### config.mk
export PLATFORM = sky130hd
export DESIGN_NAME = adjacency_matrix_graph_query
export DESIGN_NICKNAME = d
export VERILOG_FILES = /design/src/design/amg_pkg.sv /design/src/design/adjacency_matrix_graph_query.sv /design/src/design/amg_ram.sv /design/src/design/amg_acc.sv
export SDC_FILE = /design/constraint.sdc
export NUM_CORES = 1
export LEC_CHECK = 0
export ABC_AREA = 1
export BUFFER_PORTS_ARGS = -buffer_cell sky130_fd_sc_hd__buf_2
export CORE_ASPECT_RATIO = 0.75
export CORE_UTILIZATION = 51
export DETAILED_ROUTE_END_ITERATION = 10
export PLACE_DENSITY = 0.7
export SETUP_SLACK_MARGIN = 0.2
export SLEW_MARGIN = 10
export SYNTH_ARGS = -nofsm -noshare
export SYNTH_HDL_FRONTEND = slang
export SYNTH_SLANG_ARGS = --single-unit
export TNS_END_PERCENT = 100
### constraint.sdc
create_clock -name aclk -period 6.4 [get_ports aclk]
set_input_delay 0.96 -clock aclk [delete_from_list [all_inputs] [get_ports aclk]]
set_output_delay 0.96 -clock aclk [all_outputs]
set_load 0.01 [all_outputs]
### src/design/amg_pkg.sv
// shared widths, register indexes and control types for the adjacency matrix graph query block
`timescale 1ns / 1ps
`default_nettype none
package amg_pkg;

    // fixed field widths
    localparam int VC_W      = 4;   // vertex count, also the common compare width for indices
    localparam int ID_W      = 3;   // vertex index fields
    localparam int WT_W      = 16;  // edge weight
    localparam int CFG_IDX_W = 2;
    localparam int S_TDATA_W = 24;
    localparam int M_TDATA_W = 24;
    localparam int DEG_OUT_W = 4;
    localparam int TOT_OUT_W = 5;

    localparam logic [VC_W-1:0] VC_RESET = 4'd8;

    // configuration register indexes
    localparam logic [CFG_IDX_W-1:0] REG_VERTEX_COUNT = 2'd0;
    localparam logic [CFG_IDX_W-1:0] REG_QUERY_VERTEX = 2'd1;
    localparam logic [CFG_IDX_W-1:0] REG_QUERY_ROW    = 2'd2;
    localparam logic [CFG_IDX_W-1:0] REG_QUERY_COL    = 2'd3;

    // sequencer to accumulator control
    typedef struct packed {
        logic clear;
        logic sample;
    } acc_ctl_t;

endpackage
`default_nettype wire

### src/design/adjacency_matrix_graph_query.sv
// Undirected graph query block: edges load a presence bit matrix, an end beat reports
// the degree of query_vertex, the query pair, the edge count and completeness, and lists
// each missing pair i<j in row-major order, then clears the matrix.
// Input beats: s_tlast low carries an edge, taken with no result; s_tlast high closes
// the run. Only the upper triangle with the diagonal is stored, one bit per pair, in
// a ram of MAX_VERTICES squared entries that the sequencer walks one entry a cycle
// except while the emission pass stalls. An end beat runs one statistics pass, one
// emission pass (one result per missing pair, or a single result with pair_valid low
// when there is none, the final one with m_tlast high) and one clearing pass, stalling
// while m_tready is held low. s_tready is low for all of that time.
// After reset the block clears the whole ram before s_tready rises; configuration
// writes are taken at any time and should be made while idle.
// A result waits in the output register while m_tready is low and the emission pass
// stalls on it; nothing is dropped.
`timescale 1ns / 1ps
`default_nettype none
module adjacency_matrix_graph_query #(
    parameter int MAX_VERTICES = 8
) (
    input  wire logic                              aclk,
    input  wire logic                              aresetn,
    // config write channel
    input  wire logic                              cfg_valid,
    output logic                                   cfg_ready,
    input  wire logic [amg_pkg::CFG_IDX_W-1:0]     cfg_index,
    input  wire logic [amg_pkg::VC_W-1:0]          cfg_data,
    // edge stream
    input  wire logic                              s_tvalid,
    output logic                                   s_tready,
    input  wire logic [amg_pkg::S_TDATA_W-1:0]     s_tdata,  // from_vertex, to_vertex, edge_weight
    input  wire logic                              s_tlast,  // end_of_list
    // result stream
    output logic                                   m_tvalid,
    input  wire logic                              m_tready,
    // degree, pair_is_edge, edge_total, full_graph, pair_valid, pair_low, pair_high
    output logic      [amg_pkg::M_TDATA_W-1:0]     m_tdata,
    output logic                                   m_tlast   // last
);

    localparam int IW = $clog2(MAX_VERTICES);
    localparam int AW = $clog2(MAX_VERTICES * MAX_VERTICES);
    localparam int DW = $clog2(MAX_VERTICES + 1);
    localparam int CW = $clog2(MAX_VERTICES * (MAX_VERTICES - 1) / 2 + 1);
    localparam logic [IW-1:0]            LAST_IDX = IW'(MAX_VERTICES - 1);
    localparam logic [AW-1:0]            MAX_A    = AW'(MAX_VERTICES);
    localparam logic [amg_pkg::VC_W-1:0] MAX_C    = amg_pkg::VC_W'(MAX_VERTICES);

    localparam logic [2:0] S_CLR   = 3'd0;
    localparam logic [2:0] S_IDLE  = 3'd1;
    localparam logic [2:0] S_STAT  = 3'd2;
    localparam logic [2:0] S_DRAIN = 3'd3;
    localparam logic [2:0] S_EMIT  = 3'd4;
    localparam logic [2:0] S_TAIL  = 3'd5;

    function automatic logic [AW-1:0] mem_addr(input logic [IW-1:0] r, input logic [IW-1:0] c);
        mem_addr = AW'(r) * MAX_A + AW'(c);
    endfunction

    logic [2:0]  state_reg, state_next;
    logic [IW-1:0] r_reg, r_next, c_reg, c_next, tr_reg, tr_next, tc_reg, tc_next;
    logic        tv_reg, tv_next, done_reg, done_next;
    logic [CW-1:0] ecnt_reg, ecnt_next;

    logic [amg_pkg::VC_W-1:0] vcnt_reg, vcnt_next;
    logic [amg_pkg::ID_W-1:0] qv_reg, qv_next, qr_reg, qr_next, qc_reg, qc_next;

    logic                           m_tvalid_reg, m_tvalid_next, m_tlast_reg, m_tlast_next;
    logic [amg_pkg::M_TDATA_W-1:0]  m_tdata_reg, m_tdata_next;

    logic          wr_en, wr_data, rd_data;
    logic [AW-1:0] wr_addr, rd_addr;
    amg_pkg::acc_ctl_t ctl;

    logic [DW-1:0] acc_deg;
    logic          acc_pe, acc_hole;
    logic [CW-1:0] acc_tot, acc_miss;

    logic [amg_pkg::VC_W-1:0] n_eff, f_x, t_x, lo_x, hi_x;
    logic          s_acc, out_free, scan_end, hole, stall, edge_ok;
    logic [IW-1:0] step_r, step_c;
    logic          load, load_pv, load_last;
    logic [IW-1:0] load_lo, load_hi;

    amg_ram #(
        .WIDTH (1),
        .DEPTH (MAX_VERTICES * MAX_VERTICES)
    ) u_ram (
        .aclk    (aclk),
        .wr_en   (wr_en),
        .wr_addr (wr_addr),
        .wr_data (wr_data),
        .rd_addr (rd_addr),
        .rd_data (rd_data)
    );

    amg_acc #(
        .MAX_VERTICES (MAX_VERTICES)
    ) u_acc (
        .aclk      (aclk),
        .ctl       (ctl),
        .bit_in    (rd_data),
        .row       (tr_reg),
        .col       (tc_reg),
        .n_eff     (n_eff),
        .q_vertex  (qv_reg),
        .q_row     (qr_reg),
        .q_col     (qc_reg),
        .degree    (acc_deg),
        .pair_edge (acc_pe),
        .total     (acc_tot),
        .missing   (acc_miss),
        .hole      (acc_hole)
    );

    assign cfg_ready = 1'b1;
    assign s_tready  = (state_reg == S_IDLE);
    assign s_acc     = s_tvalid && s_tready;
    assign out_free  = !m_tvalid_reg || m_tready;

    always_comb begin
        n_eff    = (vcnt_reg > MAX_C) ? MAX_C : vcnt_reg;
        f_x      = amg_pkg::VC_W'(s_tdata[2:0]);
        t_x      = amg_pkg::VC_W'(s_tdata[5:3]);
        lo_x     = (f_x < t_x) ? f_x : t_x;
        hi_x     = (f_x < t_x) ? t_x : f_x;
        edge_ok  = (f_x < n_eff) && (t_x < n_eff);
        scan_end = (r_reg == LAST_IDX) && (c_reg == LAST_IDX);
        // row-major walk over the whole square
        if (c_reg == LAST_IDX) begin
            step_c = '0;
            step_r = r_reg + IW'(1);
        end else begin
            step_c = c_reg + IW'(1);
            step_r = r_reg;
        end
        hole  = tv_reg && acc_hole;
        stall = hole && !out_free;
    end

    always_comb begin
        state_next = state_reg;
        r_next     = r_reg;
        c_next     = c_reg;
        tr_next    = tr_reg;
        tc_next    = tc_reg;
        tv_next    = 1'b0;
        done_next  = done_reg;
        ecnt_next  = ecnt_reg;
        wr_en      = 1'b0;
        wr_addr    = mem_addr(r_reg, c_reg);
        wr_data    = 1'b0;
        rd_addr    = mem_addr(r_reg, c_reg);
        ctl        = '0;
        load       = 1'b0;
        load_pv    = 1'b0;
        load_lo    = tr_reg;
        load_hi    = tc_reg;
        load_last  = 1'b0;

        unique case (state_reg)
            S_CLR: begin
                wr_en  = 1'b1;
                r_next = step_r;
                c_next = step_c;
                if (scan_end) begin
                    r_next     = '0;
                    c_next     = '0;
                    state_next = S_IDLE;
                end
            end
            S_IDLE: begin
                if (s_acc) begin
                    if (s_tlast) begin
                        ctl.clear  = 1'b1;
                        state_next = S_STAT;
                    end else if (edge_ok) begin
                        wr_en   = 1'b1;
                        wr_addr = mem_addr(lo_x[IW-1:0], hi_x[IW-1:0]);
                        wr_data = (s_tdata[21:6] != '0);
                    end
                end
            end
            S_STAT: begin
                ctl.sample = tv_reg;
                tv_next    = 1'b1;
                tr_next    = r_reg;
                tc_next    = c_reg;
                r_next     = step_r;
                c_next     = step_c;
                if (scan_end) begin
                    r_next     = '0;
                    c_next     = '0;
                    state_next = S_DRAIN;
                end
            end
            S_DRAIN: begin
                ctl.sample = tv_reg;
                done_next  = 1'b0;
                ecnt_next  = '0;
                state_next = S_EMIT;
            end
            S_EMIT: begin
                if (stall) begin
                    // re-read the held entry so its data stays on the ram output
                    rd_addr = mem_addr(tr_reg, tc_reg);
                    tv_next = 1'b1;
                end else begin
                    if (hole) begin
                        load      = 1'b1;
                        load_pv   = 1'b1;
                        load_last = ((ecnt_reg + CW'(1)) == acc_miss);
                        ecnt_next = ecnt_reg + CW'(1);
                    end
                    if (!done_reg) begin
                        tv_next = 1'b1;
                        tr_next = r_reg;
                        tc_next = c_reg;
                        r_next  = step_r;
                        c_next  = step_c;
                        if (scan_end) begin
                            r_next    = '0;
                            c_next    = '0;
                            done_next = 1'b1;
                        end
                    end else begin
                        state_next = S_TAIL;
                    end
                end
            end
            S_TAIL: begin
                // complete graph: one result with no pair; otherwise straight on to clearing
                if (acc_miss == '0) begin
                    if (out_free) begin
                        load       = 1'b1;
                        load_lo    = '0;
                        load_hi    = '0;
                        load_last  = 1'b1;
                        state_next = S_CLR;
                    end
                end else begin
                    state_next = S_CLR;
                end
            end
            default: begin
                state_next = S_CLR;
            end
        endcase
    end

    always_comb begin
        m_tvalid_next = m_tvalid_reg;
        m_tdata_next  = m_tdata_reg;
        m_tlast_next  = m_tlast_reg;
        if (load) begin
            m_tvalid_next = 1'b1;
            m_tdata_next  = {6'b0,
                             amg_pkg::ID_W'(load_hi),
                             amg_pkg::ID_W'(load_lo),
                             load_pv,
                             (acc_miss == '0),
                             amg_pkg::TOT_OUT_W'(acc_tot),
                             acc_pe,
                             amg_pkg::DEG_OUT_W'(acc_deg)};
            m_tlast_next  = load_last;
        end else if (m_tready) begin
            m_tvalid_next = 1'b0;
        end
    end

    always_comb begin
        vcnt_next = vcnt_reg;
        qv_next   = qv_reg;
        qr_next   = qr_reg;
        qc_next   = qc_reg;
        if (cfg_valid && cfg_ready) begin
            unique case (cfg_index)
                amg_pkg::REG_VERTEX_COUNT: vcnt_next = cfg_data;
                amg_pkg::REG_QUERY_VERTEX: qv_next   = cfg_data[amg_pkg::ID_W-1:0];
                amg_pkg::REG_QUERY_ROW:    qr_next   = cfg_data[amg_pkg::ID_W-1:0];
                amg_pkg::REG_QUERY_COL:    qc_next   = cfg_data[amg_pkg::ID_W-1:0];
            endcase
        end
    end

    always_ff @(posedge aclk) begin
        if (!aresetn) begin
            state_reg    <= S_CLR;
            r_reg        <= '0;
            c_reg        <= '0;
            tv_reg       <= 1'b0;
            done_reg     <= 1'b0;
            ecnt_reg     <= '0;
            vcnt_reg     <= amg_pkg::VC_RESET;
            qv_reg       <= '0;
            qr_reg       <= '0;
            qc_reg       <= '0;
            m_tvalid_reg <= 1'b0;
        end else begin
            state_reg    <= state_next;
            r_reg        <= r_next;
            c_reg        <= c_next;
            tv_reg       <= tv_next;
            done_reg     <= done_next;
            ecnt_reg     <= ecnt_next;
            vcnt_reg     <= vcnt_next;
            qv_reg       <= qv_next;
            qr_reg       <= qr_next;
            qc_reg       <= qc_next;
            m_tvalid_reg <= m_tvalid_next;
        end
        tr_reg      <= tr_next;
        tc_reg      <= tc_next;
        m_tdata_reg <= m_tdata_next;
        m_tlast_reg <= m_tlast_next;
    end

    assign m_tvalid = m_tvalid_reg;
    assign m_tdata  = m_tdata_reg;
    assign m_tlast  = m_tlast_reg;

endmodule
`default_nettype wire

### src/design/amg_ram.sv
// generic single write port, single read port ram with registered read
`timescale 1ns / 1ps
`default_nettype none
module amg_ram #(
    parameter int WIDTH = 1,
    parameter int DEPTH = 64
) (
    input  wire logic                     aclk,
    input  wire logic                     wr_en,
    input  wire logic [$clog2(DEPTH)-1:0] wr_addr,
    input  wire logic [WIDTH-1:0]         wr_data,
    input  wire logic [$clog2(DEPTH)-1:0] rd_addr,
    output logic      [WIDTH-1:0]         rd_data
);

    logic [WIDTH-1:0] mem_reg [DEPTH];
    logic [WIDTH-1:0] rd_data_reg;

    always_ff @(posedge aclk) begin
        if (wr_en) begin
            mem_reg[wr_addr] <= wr_data;
        end
        rd_data_reg <= mem_reg[rd_addr];
    end

    assign rd_data = rd_data_reg;

endmodule
`default_nettype wire

### src/design/amg_acc.sv
// classifies one matrix entry a cycle and accumulates degree, pair, edge and hole counts
`timescale 1ns / 1ps
`default_nettype none
module amg_acc #(
    parameter int MAX_VERTICES = 8
) (
    input  wire logic                                          aclk,
    input  wire amg_pkg::acc_ctl_t                             ctl,
    input  wire logic                                          bit_in,
    input  wire logic [$clog2(MAX_VERTICES)-1:0]               row,
    input  wire logic [$clog2(MAX_VERTICES)-1:0]               col,
    input  wire logic [amg_pkg::VC_W-1:0]                      n_eff,
    input  wire logic [amg_pkg::ID_W-1:0]                      q_vertex,
    input  wire logic [amg_pkg::ID_W-1:0]                      q_row,
    input  wire logic [amg_pkg::ID_W-1:0]                      q_col,
    output logic      [$clog2(MAX_VERTICES+1)-1:0]             degree,
    output logic                                               pair_edge,
    output logic      [$clog2(MAX_VERTICES*(MAX_VERTICES-1)/2+1)-1:0] total,
    output logic      [$clog2(MAX_VERTICES*(MAX_VERTICES-1)/2+1)-1:0] missing,
    output logic                                               hole
);

    localparam int DW = $clog2(MAX_VERTICES + 1);
    localparam int CW = $clog2(MAX_VERTICES * (MAX_VERTICES - 1) / 2 + 1);

    logic [amg_pkg::VC_W-1:0] row_x, col_x, qv_x, qr_x, qc_x, pq_lo, pq_hi;
    logic in_tri, upper, deg_hit, pe_hit;

    logic [DW-1:0] deg_reg;
    logic          pe_reg;
    logic [CW-1:0] tot_reg, miss_reg;

    always_comb begin
        row_x   = amg_pkg::VC_W'(row);
        col_x   = amg_pkg::VC_W'(col);
        qv_x    = amg_pkg::VC_W'(q_vertex);
        qr_x    = amg_pkg::VC_W'(q_row);
        qc_x    = amg_pkg::VC_W'(q_col);
        pq_lo   = (qr_x < qc_x) ? qr_x : qc_x;
        pq_hi   = (qr_x < qc_x) ? qc_x : qr_x;
        // edges only ever set bits in the upper triangle with the diagonal
        in_tri  = (row_x <= col_x) && (col_x < n_eff);
        upper   = (row_x < col_x) && (col_x < n_eff);
        deg_hit = bit_in && in_tri && (qv_x < n_eff) && ((row_x == qv_x) || (col_x == qv_x));
        pe_hit  = bit_in && (qr_x < n_eff) && (qc_x < n_eff)
                  && (row_x == pq_lo) && (col_x == pq_hi);
        hole    = upper && !bit_in;
    end

    always_ff @(posedge aclk) begin
        if (ctl.clear) begin
            deg_reg  <= '0;
            pe_reg   <= 1'b0;
            tot_reg  <= '0;
            miss_reg <= '0;
        end else if (ctl.sample) begin
            deg_reg  <= deg_reg + DW'(deg_hit);
            pe_reg   <= pe_reg | pe_hit;
            tot_reg  <= tot_reg + CW'(upper && bit_in);
            miss_reg <= miss_reg + CW'(hole);
        end
    end

    assign degree    = deg_reg;
    assign pair_edge = pe_reg;
    assign total     = tot_reg;
    assign missing   = miss_reg;

endmodule
`default_nettype wire
Word level (Yosys, flattened, before mapping) --
Memories as Yosys holds them, arrays and structs flattened. A register that Yosys moved wholly into a read port is not among the register bits. Cells that the tools add are included. W data, S select, Z words.
Operators by class: reduce and logical (&&, ||, !) cells 40, order comparisons 11, eq/ne operators 24, add/subtract/negate cells 9, mux-type cells 76, bitwise logic cells 1
Operator list (count):
- $mux W3 | 30
- $mux W6 | 6
- $mux W1 | 26
- $lt A3 B4 Y1 | 6
- $pmux W3 S2 | 4
- $add A6 B3 Y6 | 3
- $pmux W3 S6 | 1
- $logic_and A1 B1 Y1 | 16
- $reduce_bool A16 Y1 | 1
- $eq A3 B3 Y1 const B | 4
- $ne A2 B2 Y1 const B | 6
- $add A5 B1 Y5 | 2
- $mux W5 | 2
- $pmux W1 S2 | 5
- $pmux W5 S2 | 1
- $reduce_and A2 Y1 | 5
- $lt A3 B3 Y1 | 3
- $reduce_and A3 Y1 | 3
- $eq A3 B4 Y1 | 2
- $reduce_bool A2 Y1 | 4
- $reduce_and A7 Y1 | 1
- $add A3 B1 Y3 const B | 2
- $eq A3 B2 Y1 const B | 2
- $eq A3 B3 Y1 | 2
- 18 further kinds | 24
Word-level totals: memories kept 1, input port bits 36, logic and storage cells 182, output and inout bits 28, flip-flop bits (word level) 70, memory bits (writable) 64
Memory list:
- u_ram.mem_reg | depth 64, width 1, rd ports 1, clocked after Yosys merged registers in 1, write ports 1, line amg_ram.sv:16 | logic [WIDTH-1:0] mem_reg [DEPTH];

Logic depth before layout (Yosys ltp) --
Gate-level depths: netlist of the first run.
word-level depth 10, gate-level depth with buffers 20, depth with buffers taken out 19

Cells and area by module --
Synthesis of the first run repeated with hierarchy kept, for this count alone.
Second synthesis, totals: cells, all modules 886, area, all modules 7329.5 µm²
By module, submodules not included:
- amg_ram | area an instance 3050.4 µm², times used 1, seq. area each 1941.9 µm², cells each 321
- adjacency_matrix_graph_query | area an instance 2980.4 µm², times used 1, seq. area each 1351.3 µm², cells each 380
- amg_acc | area an instance 1298.7 µm², times used 1, seq. area each 300.3 µm², cells each 185

Least setup slack after synthesis of the first run --
OpenSTA, ideal clock, no wires.
path type reg-to-reg, start register vcnt_reg[3] (netlist name), end memory u_ram.mem_reg[0], data pin, stages on the path, launching flop included 10, setup slack 1.966 ns, path buffers 1, required time 5.817 ns, data arrival time 3.851 ns, path through dfxtp_1 > inv_1 > o21ai_0 > ha_1 > a21oi_1 > nor2_1 > nor4_1 > o21ai_1 > buf_4 > a41oi_1
On the way: word-level cells in the longest chain between the ends 8, elaborated cells between the ends (all ways) 9, classes of those cells order compare (3); mux (5); reduce/logical (1)
Ends and longest elaborated chain:
- from (decl) | line adjacency_matrix_graph_query.sv:64 | logic [amg_pkg::VC_W-1:0] vcnt_reg, vcnt_next;
- from (signal assigned) | line adjacency_matrix_graph_query.sv:293 | vcnt_reg <= amg_pkg::VC_RESET;
- from (signal assigned) | line adjacency_matrix_graph_query.sv:305 | vcnt_reg <= vcnt_next;
- $gt A4 B4 Y1 | line adjacency_matrix_graph_query.sv:121 | n_eff = (vcnt_reg > MAX_C) ? MAX_C : vcnt_reg;
- $mux W4 * | line adjacency_matrix_graph_query.sv:121
- $lt A3 B4 Y1 | line adjacency_matrix_graph_query.sv:126 | edge_ok = (f_x < n_eff) && (t_x < n_eff);
- $logic_and A1 B1 Y1 * | line adjacency_matrix_graph_query.sv:126
- $mux W1 * | line adjacency_matrix_graph_query.sv:176 | end else if (edge_ok) begin
- $mux W1 * | line adjacency_matrix_graph_query.sv:173 | if (s_tlast) begin
- $mux W1 * | line adjacency_matrix_graph_query.sv:172 | if (s_acc) begin
- $mux W1 * | line adjacency_matrix_graph_query.sv:160 | unique case (state_reg)
- net u_ram.wr_data | line amg_ram.sv:11 | input wire logic [WIDTH-1:0] wr_data,
- to (decl) | line amg_ram.sv:16
The timed path passes the listed nets; every way through them passes the cells marked *.

Worst setup path in the final report of the first run --
start register vcnt_reg[3] (netlist name), end register u_ram.rd_data_reg (netlist: u_ram.rd_data), read port of u_ram.mem_reg
On the way: word-level cells in the longest chain between the ends 9
Ends and longest elaborated chain:
- $gt A4 B4 Y1 | line adjacency_matrix_graph_query.sv:121
- $mux W4 * | line adjacency_matrix_graph_query.sv:121
- $lt A3 B4 Y1 * | line amg_acc.sv:43 | upper = (row_x < col_x) && (col_x < n_eff);
- $logic_and A1 B1 Y1 * | line amg_acc.sv:43
- $logic_and A1 B1 Y1 * | line amg_acc.sv:47 | hole = upper && !bit_in;
- $logic_and A1 B1 Y1 * | line adjacency_matrix_graph_query.sv:136 | hole = tv_reg && acc_hole;
- $logic_and A1 B1 Y1 * | line adjacency_matrix_graph_query.sv:137 | stall = hole && !out_free;
- $mux W6 * | line adjacency_matrix_graph_query.sv:203 | if (stall) begin
- $mux W6 * | line adjacency_matrix_graph_query.sv:160
- to (decl) | line amg_ram.sv:17 | logic [WIDTH-1:0] rd_data_reg;
Mark *: on every way between the ends. The rest lies on a longest branch, timed or not. A chain may end at the register's enable or synchronous reset.

==> metrics.md, run 1 <==
| Metric | Value |
|---|---|
| Result of the run | completed |
| Setup violators final | 0 |
| Detailed placement HPWL | 11,100 µm |
| Number of synthesized flops with an enable pin | 89 |
| Antenna-violating nets left | 0 |
| Number of buffers created by CTS | 17 |
| Synth Area per Inst | 8.70 µm² |
| DRC violations left | 0 |
| Data arrival, critical path | 4.37 ns |
| Number of warning messages in the yosys log | 0 |
| Final Hold Violating Endpoints | 0 |
| Data required time of the worst path | 6.71 ns |
| Number of clock sinks | 135 |
| Worst hold path cell count | 1 |
| Unrepaired setup endpoints after global routing | no |
| Commonest cells in the netlist | nand2_1, inv_1, nor2_1 |
| Area of combinational cells with multiple inputs | just over 0.003 mm² |
| Synthesized cell area | 0.00721 mm² |
| Number of rows in the core area | 37 |
| Die extent in y | roughly 100 µm |
| Wire length reported by the detailed router | 15,900 µm |
| Wire length of the first global-routing pass | 26,200 µm |
| Total of buffers placed on input and output ports | between 50 and 60 |
| Leakage power total | 3.50 nW |
| Number of library cell types mapped by synthesis | 44 |
| Max Clk Rate | 0.246 GHz |
| Floorplan Core Area | 0.0137 mm² |
| Post-CTS sizing | 0 |
| Maximum number of pins on one net before global-route repair | between 60 and 70 |
| All-layer global routing usage | approximately 23% |
| Final estimated routing congestion in global placement | 0.869 |
| Clock slew at the register clock pins of the worst setup and hold paths | 0.06 ns |
| Hold buffers post-CTS | 0 |
| Fraction of the yosys area taken by sequential cells | between 40% and 50% |
| First-pass iteration count of the detailed router | 5 |
| Number of global-route vias before repair | 5,319 |
| Setup crit start kind | register |
| Average wire length per cell after detail routing | 14.7 µm |
| Count of boundary I/O pins | 64 |
| Via Count | about 5,700 |
| Top-count cell post-synth | nand2_1 |
| Number of flip-flops under the largest register name | 64 |
| Area share of the largest cell type after synthesis | 37.1% |
| Root Buffer Master | clkbuf_16 |
| Deepest level of the CTS H-tree | 4 |
| Initial cell density of the core | between 50 and 60% |
| Area used by sequential logic in the layout | roughly 0.0036 mm² |
| Antenna cells | 0 |
| Top_reg_cell synth | edfxtp_1 |
| Share of flip-flops with an asynchronous set or reset after synthesis | 0% |
| Die X | between 100 and 150 µm |
| Synth area leaders | edfxtp_1, dfxtp_1, nand2_1 |
| Via density per instance | between 5 and 6 |
| TNS Setup | 0 ns |
| Crit share post-route | 63.4% |
| Period minus WS final | approximately 4.1 ns |
| Cell count after synthesis | 829 |
| TritonCTS clock tree | done |
| CP Class | reg2reg |
| Latest clock arrival within the worst-skew pair | 0.42 ns |
| R2R cell count | 20 |
| Number of DRC markers after the initial detailed-route iteration | 461 |
| Number of register bits inferred by synthesis | 135 |
| Worst hold margin | 0.454 ns |
| Clk_skew | 0.00726 ns |
| Number of filler cells placed in the layout | around 1,200 |
| Number of post-CTS setup repair buffers | 0 |
| Fraction of final layout cells sized beyond drive strength 1 | 14.0% |
| Synthesis-to-layout area growth | 13.5% |
| Power Density | 352 mW/mm² |
| Hold WC Path Type | reg2reg |
| Total die area | 0.0146 mm² |
| Max Transition Viols Final | 0 |
| Relative slew slack | roughly a quarter |
| Residual overflow from global routing | 0 |
| Cell type with the highest aggregate area in the netlist | edfxtp_1 |
| Final nets | 963 |
| Crit path max fanout | 30 |
| Number of buffers on the longest clock path | 2 |
| Initial antenna violation count | 0 |
| Number of max-capacitance violations reported | 0 |
| Actual slew at the worst max-slew pin | 1.12 ns |
| Kind of end point of the critical path | register |
| Peak supply drop | ~0.26 mV |
power breakdown:
part / switching, W / total, W / internal (W)
clock: 0.000386 / 0.000906 / 0.000520
sequential: 0.0000705 / 0.00111 / 0.00104
combinational: 0.000603 / 0.000866 / 0.000264
total: 0.00106 / 0.00288 / 0.00182
kinds of logic after synthesis:
logic type	Yosys count	synth area share, %
adder cells (fa/ha/maj)	34	5.90
XOR/XNOR	16	1.94
flip-flops	135	49.8
AO/OA/AOI/OAI	113	9.78
buffers and inverters	146	8.48
multiplexers	1	0.139
other	2	0.104
AND/OR/NAND/NOR	382	23.8
cells in the final DEF (no fill, tap or decap), drive strengths merged, types with 20 or more instances in the layout:
cell type,count
a21oi,39
buf,58
clkbuf,20
dfxtp,46
edfxtp,89
ha,34
inv,132
nand2,144
nand3,92
nor2,116
o21ai,54
metrics by stage:
step                instances  setup slack (ns)  power (W)  cell area, µm²  utilization (%)
CTS                      1081              2.35    0.00288            8180             59.5
global route             1081              2.09    0.00304            8180             59.5
detailed placement       1049              2.39    0.00198            7640             55.5
finish                   1081              2.34    0.00288            8180             59.5
floorplan                 834              1.97    0.00176            7230                -
global placement         1049              2.47    0.00196            7640             55.5
routing by layer:
layer | track usage [%] | vias to the layer above | part of all wire, %
met3 | 4.31 | 21 | 6.1
met4 | 8.57 | 0 | 1.5
met5 | 0 | - | 0
li1 | - | 2882 | -
met1 | 32.5 | 2623 | 49
met2 | 35.7 | 154 | 43
worst max-delay path: stages, from the launching register on:
cell	delay (ns)
dfxtp_1	0.47
inv_1	0.16
o21ai_0	0.19
buf_4	0.18
ha_1	0.23
nand2_1	0.07
nand2_1	0.06
nand2_2	0.08
nand3_2	0.12
nor2_4	0.13
nand3_2	0.31
nand2_1	0.38
nand2_1	0.74
nand2_1	0.23
nand2_1	0.08
nand2_1	0.06
nand3_1	0.07
nand3_1	0.08
nand3_1	0.10
nand3_1	0.11
nand2_1	0.07
layout make-up:
cell class              count  share of cell area [%]
repair buffers             58                    3.67
clock buffers              20                    5.58
clock inverters            12                    1.09
multi-input cells         553                    37.2
flip-flops and latches    135                    43.9
well taps                 175                    2.68
inverters                 128                    5.87
path summary, 6_finish.rpt:
kind / start / slack [ns] / endpoint
setup / recovery: vcnt_reg[3]$_SDFFE_PN1P_ / 2.34 / u_ram.rd_data$_DFF_P_
hold / removal: u_acc.degree[3]$_SDFFE_PP0P_ / 0.45 / u_acc.degree[3]$_SDFFE_PP0P_
setup reg to reg: vcnt_reg[3]$_SDFFE_PN1P_ / 2.34 / u_ram.rd_data$_DFF_P_
hold reg to reg: u_acc.degree[3]$_SDFFE_PP0P_ / 0.45 / u_acc.degree[3]$_SDFFE_PP0P_
(Power assumes the default switching activity.)
==> inputs of run 2 (changes only) <==
--- a/config.mk
+++ b/config.mk
@@ -5,12 +5,12 @@
 export SDC_FILE = /design/constraint.sdc
 export NUM_CORES = 1
 export LEC_CHECK = 0
-export ABC_AREA = 1
+export ABC_AREA = 0
 export BUFFER_PORTS_ARGS = -buffer_cell sky130_fd_sc_hd__buf_2
 export CORE_ASPECT_RATIO = 0.75
 export CORE_UTILIZATION = 51
 export DETAILED_ROUTE_END_ITERATION = 10
-export PLACE_DENSITY = 0.7
+export PLACE_DENSITY = 0.73
 export SETUP_SLACK_MARGIN = 0.2
 export SLEW_MARGIN = 10
 export SYNTH_ARGS = -nofsm -noshare
==> constraint.sdc (replaced) <==
create_clock -name aclk -period 3.55 [get_ports aclk]
set_input_delay 0.5325 -clock aclk [delete_from_list [all_inputs] [get_ports aclk]]
set_output_delay 0.5325 -clock aclk [all_outputs]
set_load 0.01 [all_outputs]
==> metrics.md, run 2 <==
| Metric | Value |
|---|---|
| Result of the run | finished with violations (was completed) |
| Violations in the final reports | design-rule violations |
| Synthesized cell area | 0.00714 mm² (was 0.00721 mm²) |
| Setup violators final | 0 (unchanged) |
| Data required time of the worst path | 3.90 ns (was 6.71 ns) |
| Wire length of the first global-routing pass | 27,200 µm (was 26,200 µm) |
| Number of max-capacitance violations reported | 0 (unchanged) |
| Area share of the largest cell type after synthesis | 37.4% (was 37.1%) |
| Number of DRC markers after the initial detailed-route iteration | 497 (was 461) |
| First-pass iteration count of the detailed router | 10 (was 5) |
| Final Hold Violating Endpoints | 0 (unchanged) |
| Via density per instance | 5.79 (was 5.25) |
| Reg2reg start | vcnt_reg[3]$_SDFFE_PN1P_ (unchanged) |
| Final estimated routing congestion in global placement | 0.902 (was 0.869) |
| Cell count after synthesis | 710 (was 829) |
| Unrepaired setup endpoints after global routing | yes (was no) |
| Cell type with the highest aggregate area in the netlist | edfxtp_1 (unchanged) |
| Total of buffers placed on input and output ports | 54 (unchanged) |
| Crit path max fanout | 13 (was 30) |
| Max Transition Viols Final | 0 (unchanged) |
| Maximum number of pins on one net before global-route repair | 65 (unchanged) |
| Period minus WS final | 3.30 ns (was 4.06 ns) |
| All-layer global routing usage | 24.6% (was 23.2%) |
| Actual slew at the worst max-slew pin | 1.23 ns (was 1.12 ns) |
| Number of flip-flops under the largest register name | 64 (unchanged) |
| Synth Area per Inst | 10.1 µm² (was 8.70 µm²) |
| R2R cell count | 13 (was 20) |
| Number of library cell types mapped by synthesis | 69 (was 44) |
| # placed instances | 934 (was 1,049) |
| Hold WC Path Type | in2reg (was reg2reg) |
| DRC violations left | 6 (was 0) |
| Clock slew at the register clock pins of the worst setup and hold paths | 0.06 ns (about the same) |
| Post-Layout Cell Count | 969 (was 1,081) |
| Top_reg_cell synth | edfxtp_1 (unchanged) |
| Number of buffers created by CTS | 17 (unchanged) |
| TNS Setup | 0 ns (unchanged) |
| Part of the total power dissipated in combinational logic | 16.7% (was 30.1%) |
| Met1 capacity usage during global routing | 33.7% (was 32.5%) |
| Antenna cells | 0 (unchanged) |
| Kind of end point of the critical path | register (unchanged) |
| Hold Startpoint | cfg_data[3] (was u_acc.degree[3]$_SDFFE_PP0P_) |
| Number of buffers on the longest clock path | 2 (unchanged) |
| Sw Share | 27.9% (was 36.8%) |
| Number of warning messages in the yosys log | 0 (unchanged) |
| Share of flip-flops with an asynchronous set or reset after synthesis | 0% (unchanged) |
| Initial antenna violation count | 0 (unchanged) |
| Total die area | 0.0145 mm² (was 0.0146 mm²) |
| Worst hold path cell count | 3 (was 1) |
| Max Clk Rate | 0.303 GHz (was 0.246 GHz) |
| Hold-critical path endpoint | vcnt_reg[3]$_SDFFE_PN1P_ (was u_acc.degree[3]$_SDFFE_PP0P_) |
| Die extent in y | 104 µm (was 105 µm) |
| Fraction of met2 tracks used by global routing | 38.6% (was 35.7%) |
| Peak supply drop | 0.382 mV (was 0.260 mV) |
| Antenna-violating nets left | 0 (unchanged) |
| Most used cells in the layout excluding fill and tap cells | nor2_1, nand2_1, edfxtp_1, buf_2, dfxtp_1 (was nand2_1, inv_1, nor2_1, edfxtp_1, nand3_1) |
| Initial cell density of the core | 52.1% (was 52.5%) |
| Post-layout power | 0.00423 W (was 0.00288 W) |
| Clock power frac | 37.2% (was 31.5%) |
| Detailed placement HPWL | 12,200 µm (was 11,100 µm) |
| Number of global-route vias before repair | 5,463 (was 5,319) |
| Layer with the highest usage after global routing | met2 (unchanged) |
| Worst setup slack for register-to-register paths | 0.25 ns (was 2.34 ns) |
| TritonCTS clock tree | done (unchanged) |
| Data arrival, critical path | 3.65 ns (was 4.37 ns) |
| Clk_skew | 0.00674 ns (was 0.00726 ns) |
| Crit share post-route | 93.0% (was 63.4%) |
| GR Layer Usage met3 | 6.22% (was 4.31%) |
| Count of boundary I/O pins | 64 (unchanged) |
| Number of synthesized flops with an enable pin | 89 (unchanged) |
| Residual overflow from global routing | 0 (unchanged) |
| Top-count cell post-synth | nor2_1 (was nand2_1) |
| Deepest level of the CTS H-tree | 4 (unchanged) |
| Worst hold margin | 0.350 ns (was 0.454 ns) |
| Via Count | 5,615 (was 5,680) |
| CP Class | reg2reg (unchanged) |
| Die X | 139 µm (about the same) |
| Part of the total power dissipated in sequential elements | 46.1% (was 38.5%) |
| Relative slew slack | 17.4% (was 24.8%) |
| Synth area leaders | edfxtp_1, dfxtp_1, ha_1 (was edfxtp_1, dfxtp_1, nand2_1) |
| Cell internal power dissipation | 0.00305 W (was 0.00182 W) |
| Commonest cells in the netlist | nor2_1, nand2_1, edfxtp_1 (was nand2_1, inv_1, nor2_1) |
| Setup crit start kind | register (unchanged) |
| Most common library cell in the layout ignoring fill and taps | nor2_1 (was nand2_1) |
| Number of register bits inferred by synthesis | 135 (unchanged) |
| Fraction of final layout cells sized beyond drive strength 1 | 16.1% (was 14.0%) |
| Number of clock sinks | 135 (unchanged) |
| Fraction of the yosys area taken by sequential cells | 50.4% (was 49.8%) |
| Average wire length per cell after detail routing | 17.6 µm (was 14.7 µm) |
| Synthesis-to-layout area growth | 15.1% (was 13.5%) |
| Number of rows in the core area | 37 (unchanged) |
| Floorplan Core Area | 0.0137 mm² (about the same) |
| Latest clock arrival within the worst-skew pair | 0.42 ns (about the same) |
| Leakage power total | 3.20 nW (was 3.50 nW) |
| Launch point of the critical path | vcnt_reg[3]$_SDFFE_PN1P_ (unchanged) |
| Final nets | 851 (was 963) |
| Wire length reported by the detailed router | 17,100 µm (was 15,900 µm) |
| Net Sw Power | 0.00118 W (was 0.00106 W) |
| Root Buffer Master | clkbuf_16 (unchanged) |
| Capture point of the worst reg-to-reg path | u_ram.rd_data$_DFF_P_ (unchanged) |
| Power Density | 514 mW/mm² (was 352 mW/mm²) |
| Hold buffers post-CTS | 0 (unchanged) |
## run 2: cell count changes after synthesis, sizes merged, moves of 7 or more
cell,delta
clkbuf,+12
mux2,+9
inv,-108
nor2,-11
mux2i,+29
nor2b,+33
o22ai,+7
nand2,-52
nand3,-73
o21ai,-38
xor2,+12
## run 2: cell type report
cell class	count	area, µm²
Timing Repair Buffer	79	458
Clock buffer	21	440
Multi-Input combinational cell	531	3350
Fill cell	1142	5490
Tap cell	175	219
Sequential cell	135	3590
Inverter	17	63.8
Clock inverter	11	83.8
## run 2: what timing repair did
action                     in CTS  in global routing
buffers inserted                0                  3
setup endpoints to repair       0                 33
gates resized for setup         0                  5
hold endpoints to repair        0                  0
## run 2: metrics by stage
stage | setup WS [ns] | utilization (%) | instance area [µm²]
final | 0.249 | 59.9 | 8210
after global routing | 0.121 | 59.9 | 8210
after CTS | 0.329 | 59.6 | 8170
after detailed placement | 0.314 | 55.8 | 7640
after global placement | 0.434 | 55.8 | 7640
after floorplan | 0.255 | - | 7160
## run 2: worst max-delay path: stages, from the launching register on
cell and delay, ns:
dfxtp_1 0.32, inv_1 0.11, nand2_1 0.27, ha_1 0.36, nor2b_1 0.16, a32oi_4 0.22
and3_4 0.35, mux2i_1 0.25, buf_4 0.17, a21oi_1 0.04, a22o_1 0.25, o41ai_1 0.44
o22ai_1 0.13, mux2i_1 0.14
## run 2: logic make-up after synthesis
group | after synthesis | share of synthesized area, %
adders and majority gates | 34 | 5.96
buffers and inverters | 49 | 3.49
other | 2 | 0.105
DFF | 135 | 50.4
and+or+nand+nor | 312 | 20.7
muxes | 39 | 5.68
xor gates and xnor gates | 24 | 2.95
AOI/OAI and AO/OA | 115 | 10.8
## run 2: worst max-delay path by stage
stage / endpoint / cells after the start
after floorplan: u_ram.mem_reg[0]$_DFFE_PP_ / 9
after global placement: u_ram.rd_data$_DFF_P_ / 11
after detailed placement: u_ram.mem_reg[14]$_DFFE_PP_ / 11
after CTS: u_ram.rd_data$_DFF_P_ / 11
after global routing: u_ram.mem_reg[26]$_DFFE_PP_ / 13
final: u_ram.rd_data$_DFF_P_ / 13
## run 2: power by group through the flow
stage	registers, W	logic, W	clock network, W
after floorplan	0.00193	0.000508	0
after global placement	0.00196	0.000648	0
after detailed placement	0.00198	0.000679	0
after CTS	0.00194	0.000686	0.00159
after global routing	0.00196	0.000778	0.00166
final	0.00195	0.000704	0.00157
## run 2: metal layers
layer	share of wire (%)	vias up
met5	0	-
met4	1.3	0
met3	8.3	19
met2	45	242
met1	45	2690
li1	-	2664
==> inputs of run 3 (changes only) <==
--- a/config.mk
+++ b/config.mk
@@ -7,10 +7,10 @@
 export LEC_CHECK = 0
 export ABC_AREA = 0
 export BUFFER_PORTS_ARGS = -buffer_cell sky130_fd_sc_hd__buf_2
-export CORE_ASPECT_RATIO = 0.75
 export CORE_UTILIZATION = 51
 export DETAILED_ROUTE_END_ITERATION = 10
 export PLACE_DENSITY = 0.73
+export RECOVER_POWER = 100
 export SETUP_SLACK_MARGIN = 0.2
 export SLEW_MARGIN = 10
 export SYNTH_ARGS = -nofsm -noshare
==> metrics.md, run 3 (synthesis results as in run 2) <==
| Metric | Value |
|---|---|
| Result of the run | completed (was finished with violations) |
| Leakage power total | 3.16 nW (was 3.20 nW) |
| Post-route cell area | 0.00830 mm² (was 0.00821 mm²) |
| Wire length reported by the detailed router | 16,700 µm (was 17,100 µm) |
| Capture point of the worst reg-to-reg path | u_ram.rd_data$_DFF_P_ (unchanged) |
| Floorplan Core Area | 0.0135 mm² (was 0.0137 mm²) |
| Worst hold path cell count | 3 (unchanged) |
| TritonCTS clock tree | done (unchanged) |
| Die extent in y | 120 µm (was 104 µm) |
| Number of flip-flops under the largest register name | 64 (unchanged) |
| Maximum number of pins on one net before global-route repair | 65 (unchanged) |
| Max Transition Viols Final | 0 (unchanged) |
| Synthesis-to-layout area growth | 16.3% (was 15.1%) |
| Worst setup slack for register-to-register paths | 0.20 ns (was 0.25 ns) |
| Kind of end point of the critical path | register (unchanged) |
| Die X | 120 µm (was 139 µm) |
| Cell Chain, Critical Path | inv_1 > nand2_2 > ha_1 > or3b_1 > a32oi_4 > and3_4 > mux2i_4 > buf_2 > mux2i_1 > a22o_1 > o22ai_1 > o22ai_1 > mux2i_1 (was inv_1 > nand2_1 > ha_1 > nor2b_1 > a32oi_4 > and3_4 > mux2i_1 > buf_4 > a21oi_1 > a22o_1 > o41ai_1 > o22ai_1 > mux2i_1) |
| Destination of the critical timing path | u_ram.rd_data$_DFF_P_ (unchanged) |
| Power Density | 539 mW/mm² (was 514 mW/mm²) |
| Fraction of final layout cells sized beyond drive strength 1 | 13.2% (was 16.1%) |
| Final nets | 856 (was 851) |
| First-pass iteration count of the detailed router | 5 (was 10) |
| Antenna-violating nets left | 0 (unchanged) |
| Final estimated routing congestion in global placement | 0.908 (was 0.902) |
| Setup crit start kind | register (unchanged) |
| Peak supply drop | 0.347 mV (was 0.382 mV) |
| Slowest stage cell on the critical path | or3b_1 (was o41ai_1) |
| Via Count | 5,611 (was 5,615) |
| Clk_skew | 0.00604 ns (was 0.00674 ns) |
| Total of buffers placed on input and output ports | 54 (unchanged) |
| Hold buffers post-CTS | 0 (unchanged) |
| Wire length of the first global-routing pass | 26,300 µm (was 27,200 µm) |
| Antenna cells | 0 (unchanged) |
| Crit share post-route | 94.2% (was 93.0%) |
| Setup violators final | 0 (unchanged) |
| Crit path max fanout | 6 (was 13) |
| TNS Setup | 0 ns (unchanged) |
| Number of global-route vias before repair | 5,423 (was 5,463) |
| Data arrival, critical path | 3.64 ns (was 3.65 ns) |
| Via density per instance | 5.76 (was 5.79) |
| Initial cell density of the core | 53.1% (was 52.1%) |
| Reg2reg start | vcnt_reg[3]$_SDFFE_PN1P_ (unchanged) |
| Number of buffers created by CTS | 17 (unchanged) |
| Residual overflow from global routing | 0 (unchanged) |
| DP Area | 0.00766 mm² (was 0.00764 mm²) |
| Most used cells in the layout excluding fill and tap cells | nor2_1, nand2_1, edfxtp_1, dfxtp_1, a21oi_1 (was nor2_1, nand2_1, edfxtp_1, buf_2, dfxtp_1) |
| Most common library cell in the layout ignoring fill and taps | nor2_1 (unchanged) |
| Hold Startpoint | cfg_data[3] (unchanged) |
| Latest clock arrival within the worst-skew pair | 0.42 ns (about the same) |
| Launch point of the critical path | vcnt_reg[3]$_SDFFE_PN1P_ (unchanged) |
| Relative slew slack | 30.3% (was 17.4%) |
| Initial antenna violation count | 0 (unchanged) |
| Root Buffer Master | clkbuf_16 (unchanged) |
| Period minus WS final | 3.35 ns (was 3.30 ns) |
| Data required time of the worst path | 3.84 ns (was 3.90 ns) |
| Number of max-capacitance violations reported | 0 (unchanged) |
| Number of buffers on the longest clock path | 2 (unchanged) |
| Clock slew at the register clock pins of the worst setup and hold paths | 0.06 ns (about the same) |
| CP Class | reg2reg (unchanged) |
| Number of DRC markers after the initial detailed-route iteration | 438 (was 497) |
| Hold WC Path Type | in2reg (unchanged) |
| Count of boundary I/O pins | 64 (unchanged) |
| Total die area | 0.0145 mm² (about the same) |
| Max Clk Rate | 0.299 GHz (was 0.303 GHz) |
| All-layer global routing usage | 23.6% (was 24.6%) |
| Unrepaired setup endpoints after global routing | no (was yes) |
| Deepest level of the CTS H-tree | 4 (unchanged) |
| DRC violations left | 0 (was 6) |
| Detailed placement HPWL | 11,500 µm (was 12,200 µm) |
| Actual slew at the worst max-slew pin | 1.05 ns (was 1.23 ns) |
| Final Hold Violating Endpoints | 0 (unchanged) |
| Number of rows in the core area | 42 (was 37) |
| Number of clock sinks | 135 (unchanged) |
| Critical Path Max Stage Delay | 0.43 ns (was 0.44 ns) |
| R2R cell count | 13 (unchanged) |
| Average wire length per cell after detail routing | 17.1 µm (was 17.6 µm) |
[run 3: cell count changes in the layout (fill, tap and decap cells not counted), moves of 2 or more]
| cell | previous run | this run |
|---|---|---|
| clkbuf_2 | 0 | 2 |
| clkinv_4 | 1 | 3 |
| buf_2 | 54 | 32 |
| clkinv_1 | 2 | 0 |
| clkinvlp_4 | 1 | 3 |
| bufinv_16 | 1 | 4 |
| nand3_1 | 15 | 19 |
| clkinv_2 | 6 | 2 |
| nand3_2 | 4 | 0 |
| clkbuf_1 | 4 | 31 |
| buf_4 | 25 | 20 |
[run 3: worst max-delay path: cells and delay by family (launching register included)]
kind	cells	cell delay, ns
AOI/OAI and AO/OA	4	0.83
muxes	3	0.64
DFF	1	0.35
and+or+nand+nor	3	0.84
adders and majority gates	1	0.19
buffers and inverters	2	0.36
[run 3: area by class of cell]
type | instances | area, µm²
Sequential cell | 135 | 3590
Inverter | 17 | 63.8
Timing Repair Buffer | 84 | 449
Clock buffer | 19 | 433
Fill cell | 1114 | 5150
Clock inverter | 12 | 179
Tap cell | 176 | 220
Multi-Input combinational cell | 531 | 3360
[run 3: repair_timing]
item,4_1_cts,5_1_grt
setup endpoints to repair,0,31
buffers inserted,0,5
gates resized for setup,0,9
[run 3: worst min-delay path by stage]
stage / slack (ns) / to
finish: 0.35 / vcnt_reg[3]$_SDFFE_PN1P_
global route: 0.36 / vcnt_reg[3]$_SDFFE_PN1P_
CTS: 0.34 / vcnt_reg[3]$_SDFFE_PN1P_
detailed placement: 0.43 / m_tdata[4]$_DFFE_PP_
global placement: 0.44 / m_tdata[4]$_DFFE_PP_
floorplan: 0.41 / m_tdata[4]$_DFFE_PP_
[run 3: power by group]
group          switching [W]  internal (W)  total [W]
logic               0.000416      0.000289   0.000705
registers           0.000134       0.00181    0.00194
clock network       0.000658       0.00117    0.00183
total                0.00121       0.00327    0.00448
[run 3: through the flow]
step,setup WS (ns),utilization [%],hold WS (ns),power (W),std cells
2_1_floorplan,0.255,-,0.409,0.00244,715
3_3_place_gp,0.258,56.9,0.439,0.00262,937
3_5_place_dp,0.225,56.9,0.433,0.00265,937
4_1_cts,0.204,61.5,0.337,0.00449,968
5_1_grt,0.0950,61.7,0.363,0.00464,974
6_report,0.204,61.7,0.347,0.00448,974
[run 3: layer usage]
metal	vias to the layer above	wire (µm)	GRT usage, %
met2	205	8060	38.6
li1	2683	-	-
met1	2680	7180	30.4
met3	43	977	4.58
met4	0	482	10.4
met5	-	0	0
